File: config.mk
export PLATFORM = sky130hd
export DESIGN_NAME = led_matrix_pwm_scanner_core
export DESIGN_NICKNAME = d
export VERILOG_FILES = /design/src/hdl/lmps_pkg.sv /design/src/hdl/led_matrix_pwm_scanner_core.sv /design/src/hdl/lmps_rowmem.sv
export SDC_FILE = /design/constraint.sdc
export NUM_CORES = 1
export LEC_CHECK = 0
export BUFFER_PORTS_ARGS = -buffer_cell sky130_fd_sc_hd__buf_2
export CORE_MARGIN = 2
export CORE_UTILIZATION = 35
export CTS_CLUSTER_DIAMETER = 50
export DETAILED_ROUTE_END_ITERATION = 8
export PLACE_DENSITY = 0.48
export REMOVE_ABC_BUFFERS = 1
export SYNTH_ARGS = -nofsm -noshare
export SYNTH_HDL_FRONTEND = slang
export SYNTH_SLANG_ARGS = --single-unit
export TNS_END_PERCENT = 1
File: constraint.sdc
create_clock -name clk -period 9.3 [get_ports clk]
set_input_delay 0.93 -clock clk [delete_from_list [all_inputs] [get_ports clk]]
set_output_delay 0.93 -clock clk [all_outputs]
set_load 0.005 [all_outputs]
File: src/hdl/lmps_pkg.sv
// ----------------------------------------------------------------------------
// lmps_pkg
// Types and fixed field widths for the LED matrix PWM scanner.
// ----------------------------------------------------------------------------
package lmps_pkg;

	localparam int CMD_W     = 3;
	localparam int LED_IDX_W = 4;
	localparam int LEVEL_W   = 6;
	localparam int ROWSEL_W  = 9;
	localparam int COLS_W    = 9;

	typedef enum logic [CMD_W-1:0] {
		CMD_WRITE = 3'd0,
		CMD_READ  = 3'd1,
		CMD_CLEAR = 3'd2,
		CMD_LATCH = 3'd3,
		CMD_TICK  = 3'd4,
		CMD_BLANK = 3'd5
	} cmd_t;

	typedef enum logic [1:0] {
		ST_IDLE,
		ST_ACCESS,
		ST_LATCH
	} state_t;

	typedef struct packed {
		logic [CMD_W-1:0]     command;
		logic [LED_IDX_W-1:0] led_row;
		logic [LED_IDX_W-1:0] led_col;
		logic [LEVEL_W-1:0]   level;
	} in_t;

	typedef struct packed {
		logic [ROWSEL_W-1:0] row_select;
		logic [COLS_W-1:0]   column_bits;
		logic [LEVEL_W-1:0]  read_level;
		logic                cycle_end;
		logic                blanked;
	} out_t;

endpackage

File: src/hdl/led_matrix_pwm_scanner_core.sv
// ----------------------------------------------------------------------------
// led_matrix_pwm_scanner_core
// Multiplexed LED matrix driver with per-LED PWM brightness.
// ----------------------------------------------------------------------------
// A command is taken when start is high and busy is low; its result shows on
// result for exactly one cycle with done high and cannot be held off. Write,
// read and scan tick read one row word of a memory, then do the update or
// compare; clear and blank finish straight from idle; latch copies the
// working store into the display store one row per cycle through the working
// memory's read port. busy is low again in the cycle done shows, so the next
// command may start then. Levels are kept as one word per matrix row in two
// memories (working and display).
module led_matrix_pwm_scanner_core #(
	parameter int LEVEL_BITS  = 6,
	parameter int PWM_STEPS   = 64,
	parameter int MATRIX_SIZE = 9
) (
	input  logic          clk,
	input  logic          arst_n,
	input  logic          start,
	input  lmps_pkg::in_t item,
	output logic          busy,
	output lmps_pkg::out_t result,
	output logic          done
);

	import lmps_pkg::*;

	localparam int ROW_W  = $clog2(MATRIX_SIZE);
	localparam int CNT_W  = $clog2(MATRIX_SIZE + 1);
	localparam int STEP_W = $clog2(PWM_STEPS);
	localparam int WORD_W = MATRIX_SIZE * LEVEL_BITS;
	localparam int CMP_W  = (LEVEL_BITS > STEP_W) ? LEVEL_BITS : STEP_W;

	state_t                 state_q, state_d;
	logic [CNT_W-1:0]       cnt_q, cnt_d;
	logic [ROW_W-1:0]       scan_row_q, scan_row_d;
	logic [STEP_W-1:0]      scan_step_q, scan_step_d;

	cmd_t                   cmd_s1;
	logic [ROW_W-1:0]       row_s1;
	logic [LED_IDX_W-1:0]   col_s1;
	logic [LEVEL_BITS-1:0]  lvl_s1;
	logic                   in_range_s1;

	out_t                   result_q, res_d;
	logic                   done_q, done_d;

	logic                   accept, capture, in_range;
	logic [ROW_W-1:0]       acc_row, lat_row;

	logic                   wk_clear, wk_we, dp_we;
	logic [ROW_W-1:0]       wk_raddr;
	logic [WORD_W-1:0]      wk_rdata, dp_rdata, merged;
	logic [LEVEL_BITS-1:0]  rd_field;
	logic [MATRIX_SIZE-1:0] col_vec, row_vec;

	assign busy   = (state_q != ST_IDLE);
	assign accept = start && !busy;

	assign in_range = ({1'b0, item.led_row} < (LED_IDX_W + 1)'(MATRIX_SIZE))
		&& ({1'b0, item.led_col} < (LED_IDX_W + 1)'(MATRIX_SIZE));
	assign acc_row = in_range ? item.led_row[ROW_W-1:0] : '0;
	assign lat_row = ROW_W'(cnt_q - CNT_W'(1));

	lmps_rowmem #(.DEPTH(MATRIX_SIZE), .WIDTH(WORD_W)) u_working (
		.clk   (clk),
		.arst_n(arst_n),
		.clear (wk_clear),
		.we    (wk_we),
		.waddr (row_s1),
		.wdata (merged),
		.raddr (wk_raddr),
		.rdata (wk_rdata)
	);

	lmps_rowmem #(.DEPTH(MATRIX_SIZE), .WIDTH(WORD_W)) u_display (
		.clk   (clk),
		.arst_n(arst_n),
		.clear (1'b0),
		.we    (dp_we),
		.waddr (lat_row),
		.wdata (wk_rdata),
		.raddr (scan_row_q),
		.rdata (dp_rdata)
	);

	always_comb begin
		merged   = wk_rdata;
		rd_field = '0;
		for (int c = 0; c < MATRIX_SIZE; c++) begin
			if (col_s1 == LED_IDX_W'(c)) begin
				merged[c*LEVEL_BITS +: LEVEL_BITS] = lvl_s1;
				rd_field = wk_rdata[c*LEVEL_BITS +: LEVEL_BITS];
			end
			col_vec[c] = CMP_W'(dp_rdata[c*LEVEL_BITS +: LEVEL_BITS]) > CMP_W'(scan_step_q);
		end
		row_vec = MATRIX_SIZE'(1) << scan_row_q;
	end

	always_comb begin
		state_d     = state_q;
		cnt_d       = cnt_q;
		scan_row_d  = scan_row_q;
		scan_step_d = scan_step_q;
		done_d      = 1'b0;
		res_d       = '0;
		capture     = 1'b0;
		wk_clear    = 1'b0;
		wk_we       = 1'b0;
		wk_raddr    = acc_row;
		dp_we       = 1'b0;
		unique case (state_q)
			ST_IDLE: begin
				if (accept) begin
					capture = 1'b1;
					unique case (item.command) inside
						CMD_WRITE, CMD_READ, CMD_TICK: begin
							state_d = ST_ACCESS;
						end
						CMD_CLEAR: begin
							wk_clear = 1'b1;
							done_d   = 1'b1;
						end
						CMD_LATCH: begin
							wk_raddr = '0;
							cnt_d    = CNT_W'(1);
							state_d  = ST_LATCH;
						end
						CMD_BLANK: begin
							res_d.blanked = 1'b1;
							done_d        = 1'b1;
						end
						default: begin
							done_d = 1'b1;
						end
					endcase
				end
			end
			ST_ACCESS: begin
				done_d  = 1'b1;
				state_d = ST_IDLE;
				case (cmd_s1)
					CMD_WRITE: begin
						wk_we = in_range_s1;
					end
					CMD_READ: begin
						res_d.read_level = in_range_s1 ? LEVEL_W'(rd_field) : '0;
					end
					CMD_TICK: begin
						res_d.row_select  = ROWSEL_W'(row_vec);
						res_d.column_bits = COLS_W'(col_vec);
						if (scan_row_q == ROW_W'(MATRIX_SIZE - 1)) begin
							scan_row_d = '0;
							if (scan_step_q == STEP_W'(PWM_STEPS - 1)) begin
								scan_step_d     = '0;
								res_d.cycle_end = 1'b1;
							end else begin
								scan_step_d = scan_step_q + STEP_W'(1);
							end
						end else begin
							scan_row_d = scan_row_q + ROW_W'(1);
						end
					end
					default: begin
					end
				endcase
			end
			ST_LATCH: begin
				dp_we = 1'b1;
				if (cnt_q == CNT_W'(MATRIX_SIZE)) begin
					done_d  = 1'b1;
					state_d = ST_IDLE;
				end else begin
					wk_raddr = cnt_q[ROW_W-1:0];
					cnt_d    = cnt_q + CNT_W'(1);
				end
			end
			default: begin
				state_d = ST_IDLE;
			end
		endcase
	end

	always_ff @(posedge clk or negedge arst_n) begin
		if (!arst_n) begin
			state_q     <= ST_IDLE;
			cnt_q       <= '0;
			scan_row_q  <= '0;
			scan_step_q <= '0;
			done_q      <= 1'b0;
		end else begin
			state_q     <= state_d;
			cnt_q       <= cnt_d;
			scan_row_q  <= scan_row_d;
			scan_step_q <= scan_step_d;
			done_q      <= done_d;
		end
	end

	always_ff @(posedge clk) begin
		result_q <= res_d;
		if (capture) begin
			cmd_s1      <= cmd_t'(item.command);
			row_s1      <= item.led_row[ROW_W-1:0];
			col_s1      <= item.led_col;
			lvl_s1      <= LEVEL_BITS'(item.level);
			in_range_s1 <= in_range;
		end
	end

	assign result = result_q;
	assign done   = done_q;

endmodule

File: src/hdl/lmps_rowmem.sv
// ----------------------------------------------------------------------------
// lmps_rowmem
// Row-word store, registered read, per-row valid bits so that
// rows never written (or cleared) read as zero.
// ----------------------------------------------------------------------------
module lmps_rowmem #(
	parameter int DEPTH = 9,
	parameter int WIDTH = 54
) (
	input  logic                     clk,
	input  logic                     arst_n,
	input  logic                     clear,
	input  logic                     we,
	input  logic [$clog2(DEPTH)-1:0] waddr,
	input  logic [WIDTH-1:0]         wdata,
	input  logic [$clog2(DEPTH)-1:0] raddr,
	output logic [WIDTH-1:0]         rdata
);

	logic [WIDTH-1:0] mem_q [DEPTH];
	logic [DEPTH-1:0] valid_q;
	logic [WIDTH-1:0] rd_s1;
	logic             rd_valid_s1;

	always_ff @(posedge clk) begin
		if (we)
			mem_q[waddr] <= wdata;
		rd_s1       <= mem_q[raddr];
		rd_valid_s1 <= valid_q[raddr];
	end

	always_ff @(posedge clk or negedge arst_n) begin
		if (!arst_n) begin
			valid_q <= '0;
		end else if (clear) begin
			valid_q <= '0;
		end else if (we) begin
			valid_q[waddr] <= 1'b1;
		end
	end

	assign rdata = rd_valid_s1 ? rd_s1 : '0;

endmodule

==> metrics.txt, run 1 <==
area grow syn2layout 14.24%; Post-Syn Area per Cell 15.47 sq um; RSZ-0062 raised after global routing false; Worst R2R Path Depth 7; worst vdd ir 234.1 uV; Die ar. 134100 sq um; IO buf count 47; combinational power share 0.211; number of distinct library cells after synthesis 66; final WL 121000 um; initial antenna violation count 9; Slew @ Worst Pin 1.279 ns; ys flop type edfxtp_1; CP Launch Type flip-flop; Core Region 129800 sq um; FFs w/ async S/R, synth 0.03015; Routed Antenna Nets 0; CTS Hold Bufs 0; Seq pwr share 0.446; Reg area 33340 sq um; post-route cell area 52460 sq um; most frequent cells in the layout 990 x edfxtp_1, 474 x nand2_1, 138 x clkbuf_16; max cap viols 0; number of global-route vias before repair 26317; total grt overflow 0; CTS buffer count 135; status finished, final reports clean; fill count 11861; Synth Register Bits 1161; Crit Path Max Fanout 79; Multi-input gate area 11680 sq um; Pleak 17.94 nW; reg-to-reg critical path startpoint cnt_q[0]; DRC viols 0; Post-Syn Area 45920 sq um; fin crit share 0.4555; # clock sinks 1161; clk buf depth 3; clock skew 0.02358 ns; clock power share 0.343; Crit. Startpoint cnt_q[0]; io pins 48; maximum level of the CTS H-tree 4; vias per cell 5.263; post-synthesis sequential area ratio 0.7257; final setup vio count 0; max frequency 236.0 MHz; TNS Setup 0 ns; Die Ht 366.2 um; count of final hold-check violations 0; Yosys warnings 0; Final Wtd Congestion 0.7669; Post-CTS Setup Bufs 0; WP data arrival 4.86 ns; Final nets 3117; most common cell after layout, fill and taps aside edfxtp_1; P per Cell Area 287.3 nW/um^2; clock slew at reported path FFs 0.06 ns; Post-Syn Instances 2969; first-pass GRT wire length 176800 um; Core Rows 132; Post-Place Cell Area 48070 sq um; CP Class flip-flop to flip-flop; Cell Count Post-Placement 4638; GRT Overall Usage 0.1795; Slew Limit Fails 0; clock latency on the worst-skew pair 0.75 ns; CTS tree built; Die Width 366.2 um; HP Class input pin to async pin; largest net degree at the start of global routing 208; ratio of cells with drive above 1 in the final layout 0.1635; routed len/inst 24.76 um; Required @ worst endpoint 9.92 ns; final cell count without fillers 4889; starting density of the core 0.3538; Pint 10.72 mW; switching share of power 0.2889; post_cts resized 0; Final min period 4.237 ns; nature of the critical path endpoint flip-flop; root buffer cell clkbuf_16; placed wire-length estimate 66420 um; Vias 25731; number of DRC markers in iteration 0 2213; number of flops mapped to enable cells by yosys 990; P_sw 4.354 mW; DR pass1 iterations 6; Max-Slew Margin vs Limit 0.1444
[final timing paths]
| path | endpoint | slack [ns] |
|---|---|---|
| min in group clk | lvl_s1[0] | 0.36 |
| hold / removal | u_display.valid_q[0] | 0.34 |
| max in group asynchronous | scan_row_q[0] | 8.25 |
| setup reg to reg | u_working.rd_s1[48] | 5.06 |
| hold reg to reg | u_display.rd_s1[43] | 0.44 |
| setup / recovery | u_working.rd_s1[48] | 5.06 |
[cell type report]
| cell class | count | area share |
|---|---|---|
| timing repair buffer | 95 | 0.01183 |
| clock buffer | 193 | 0.07243 |
| clock inverter | 55 | 0.01109 |
| tap | 1742 | 0.04154 |
| sequential | 1161 | 0.6355 |
| multi-input combinational | 1574 | 0.2227 |
| inverter | 66 | 0.004722 |
| antenna | 3 | 0.0001431 |
[kinds of logic after synthesis]
family                   Yosys count  share of synthesized area
buffers and inverters            234                    0.02327
adder cells (fa/ha/maj)           64                    0.01744
flip-flops                      1161                     0.7257
multiplexers                     253                    0.08740
AO/OA/AOI/OAI                    474                    0.06811
XOR/XNOR                           8                   0.001526
AND/OR/NAND/NOR                  775                    0.07656
[power groups by stage]
stage          Combinational [mW]  Clock [mW]  Sequential (mW)
2_1_floorplan                2.20           0             6.82
4_1_cts                      3.23        5.30             6.74
6_report                     3.18        5.17             6.73
5_1_grt                      3.52        5.51             6.78
3_3_place_gp                 3.14           0             6.84
3_5_place_dp                 3.22           0             6.84
[sequential cells by signal (all words and copies together), names as in the netlist]
name                   count
u_display.mem_q          486
u_working.mem_q          486
u_display.rd_s1           54
u_working.rd_s1           54
result                    26
u_display.valid_q          9
u_working.valid_q          9
lvl_s1                     6
scan_step_q                6
cnt_q                      4
col_s1                     4
row_s1                     4
scan_row_q                 4
cmd_s1                     3
state_q                    2
done                       1
in_range_s1                1
u_display.rd_valid_s1      1
u_working.rd_valid_s1      1
[synthesized netlist by cell type, types with 38 or more instances]
master    count  area, sq um
clkbuf_1    103        386.6
and2_1       87        544.3
buf_2        38        190.2
inv_1        65        244.0
a22o_1       57        499.2
a21oi_1      71        355.3
ha_1         64        800.8
mux2_2       54        608.1
nand2_1     474         1779
o21ai_0     128        640.6
mux2i_1      86        860.8
nand4_1      45        281.5
edfxtp_1    990        29730
a31oi_1      83        519.3
mux4_2      113         2545
nand3_1      68        340.3
dfxtp_1     136         2723
[worst max-delay path: stages, from the launching register on]
cell	delay, ns
dfrtp_1	0.65
ha_1	0.38
nand3b_2	0.18
and2_1	0.62
o21a_4	0.79
buf_4	0.87
a31oi_1	0.20
a22o_1	0.28
[per-layer routing]
layer,vias to the layer above,GRT usage,routed length (um)
met5,-,0,27
met4,4,0.05840,3188
met3,219,0.04052,7257
met2,809,0.2991,59000
met1,13210,0.2317,51570
li1,11489,-,-
[through the flow]
stage               power (mW)  hold slack, ns    util  setup WS [ns]
global route             15.80          0.3194  0.4041          4.819
CTS                      15.26          0.2958  0.4041          5.126
detailed placement       10.06          0.4332  0.3703          4.985
floorplan                9.019          0.4215       -          3.609
finish                   15.07          0.3431  0.4041          5.063
global placement         9.980          0.4316  0.3703          5.007
Note: power is estimated with default switching activity, not from simulation.
==> inputs of run 2 (changes only) <==
==> constraint.sdc (replaced) <==
create_clock -name clk -period 4.4 [get_ports clk]
set_input_delay 0.44 -clock clk [delete_from_list [all_inputs] [get_ports clk]]
set_output_delay 0.44 -clock clk [all_outputs]
set_load 0.005 [all_outputs]
==> metrics.txt, run 2 (synthesized netlist as in run 1, its figures left out) <==
final WL 120900 um; nature of the critical path endpoint flip-flop; Core Rows 132; clock slew at reported path FFs 0.06 ns; Slew @ Worst Pin 1.192 ns; clock skew 0.02840 ns; status finished, final reports clean; max cap viols 0; Slew Limit Fails 0; ratio of cells with drive above 1 in the final layout 0.1693; count of final hold-check violations 0; total grt overflow 0; maximum level of the CTS H-tree 4; root buffer cell clkbuf_16; final setup vio count 0; CP Class flip-flop to flip-flop; Core Region 129800 sq um; Routed Antenna Nets 0; # clock sinks 1161; HP Class input pin to flip-flop; clock latency on the worst-skew pair 0.74 ns; Pleak 18.23 nW; vias per cell 5.238; CTS buffer count 139; P per Cell Area 605.7 nW/um^2; GRT Overall Usage 0.1782; fin crit share 0.7604; first-pass GRT wire length 177300 um; top flop regs u_display.mem_q x486, u_working.mem_q x486; area grow syn2layout 16.06%; CTS tree built; Die ar. 134100 sq um; end point of the worst hold path done; starting density of the core 0.3538; clk buf depth 3; largest net degree at the start of global routing 116; Final min period 3.346 ns; TNS Setup 0 ns; DRC viols 0; reg-to-reg critical path startpoint cnt_q[0]; flop2flop setup slack 1.05 ns; initial antenna violation count 8; Max-Slew Margin vs Limit 0.2052; Final nets 3157; DR pass1 iterations 7; io pins 48; IO buf count 47; Final Wtd Congestion 0.7625; Required @ worst endpoint 5.02 ns; worst vdd ir 367.2 uV; number of DRC markers in iteration 0 1943; hold depth 3; RSZ-0062 raised after global routing false; placed wire-length estimate 67610 um; Tot Pwr 32.28 mW; hold path start start; number of global-route vias before repair 26191; pre-CTS setup slack 1.095 ns; max frequency 298.9 MHz; r2r endpoint u_working.rd_s1[49]; Crit Path Max Fanout 35; most frequent cells in the layout 990 x edfxtp_1, 474 x nand2_1, 143 x clkbuf_16; routed len/inst 24.51 um; WP data arrival 3.96 ns; Worst R2R Path Depth 7; Post-CTS Setup Bufs 0; fin worst setup slack 1.054 ns; Die Ht 366.2 um; Die Width 366.2 um; Vias 25840; CP Launch Type flip-flop; most common cell after layout, fill and taps aside edfxtp_1
-- run 2: cell types whose count changed in the layout (fill, tap and decap cells not counted), sizes merged --
cell,delta
inv,+2
buf,+18
clkinvlp,+6
dlygate4sd3,+18
diode,-1
clkbuf,-1
clkinv,+2
-- run 2: power breakdown --
| group | switching, mW | internal (mW) |
|---|---|---|
| combinational | 4.20 | 2.66 |
| sequential | 0.676 | 13.6 |
| clock | 4.48 | 6.63 |
-- run 2: layer usage --
| layer | share of wire | wire length (um) | vias to the layer above | GRT usage |
|---|---|---|---|---|
| met4 | 0.025 | 3010 | 0 | 0.05730 |
| li1 | - | - | 11586 | - |
| met3 | 0.048 | 5861 | 192 | 0.02745 |
| met2 | 0.49 | 59060 | 772 | 0.2988 |
| met5 | 0 | 0 | - | 0 |
| met1 | 0.44 | 52970 | 13290 | 0.2373 |
-- run 2: worst max-delay path by stage --
stage                        startpoint                    end  slack (ns)  cells past startpoint
after floorplan           scan_row_q[0]  u_display.rd_valid_s1       -1.29                      4
after global routing           cnt_q[0]    u_working.rd_s1[49]        0.89                      7
after detailed placement       cnt_q[0]    u_working.rd_s1[49]        1.09                      7
after global placement         cnt_q[0]    u_working.rd_s1[46]        1.18                      7
final                          cnt_q[0]    u_working.rd_s1[49]        1.05                      7
after CTS                      cnt_q[0]    u_working.rd_s1[49]        1.05                      7
-- run 2: critical path, cell delays in order (launching register included) --
cell,delay [ns]
dfrtp_1,0.66
ha_1,0.39
nand3b_2,0.18
and2_1,0.67
o21a_4,0.44
buf_4,0.45
a31oi_1,0.14
a22o_1,0.26
-- run 2: what timing repair did --
| item | CTS | global route |
|---|---|---|
| hold endpoints to repair | 54 | 0 |
| hold buffers | 18 | 0 |
| setup endpoints to repair | 0 | 0 |
| resized for setup | 0 | 0 |
-- run 2: final cells by class --
cell class                      count  area, sq um
Sequential cell                  1161        33340
Clock inverter                     65        644.4
Clock buffer                      192         3842
Inverter                           66        247.7
Fill cell                       11713        76510
Timing Repair Buffer              131         1349
Tap cell                         1742         2180
Multi-Input combinational cell   1574        11690
Antenna cell                        2        5.005
-- run 2: per-stage QoR --
| stage | cells | utilization | instance area (sq um) | hold WS [ns] |
|---|---|---|---|---|
| 2_1_floorplan | 2801 | - | 45100 | 0.1444 |
| 3_3_place_gp | 4656 | 0.3746 | 48630 | 0.4387 |
| 3_5_place_dp | 4656 | 0.3746 | 48630 | 0.4340 |
| 4_1_cts | 4931 | 0.4106 | 53300 | 0.04584 |
| 5_1_grt | 4931 | 0.4106 | 53300 | 0.1150 |
| 6_report | 4933 | 0.4106 | 53300 | 0.1031 |
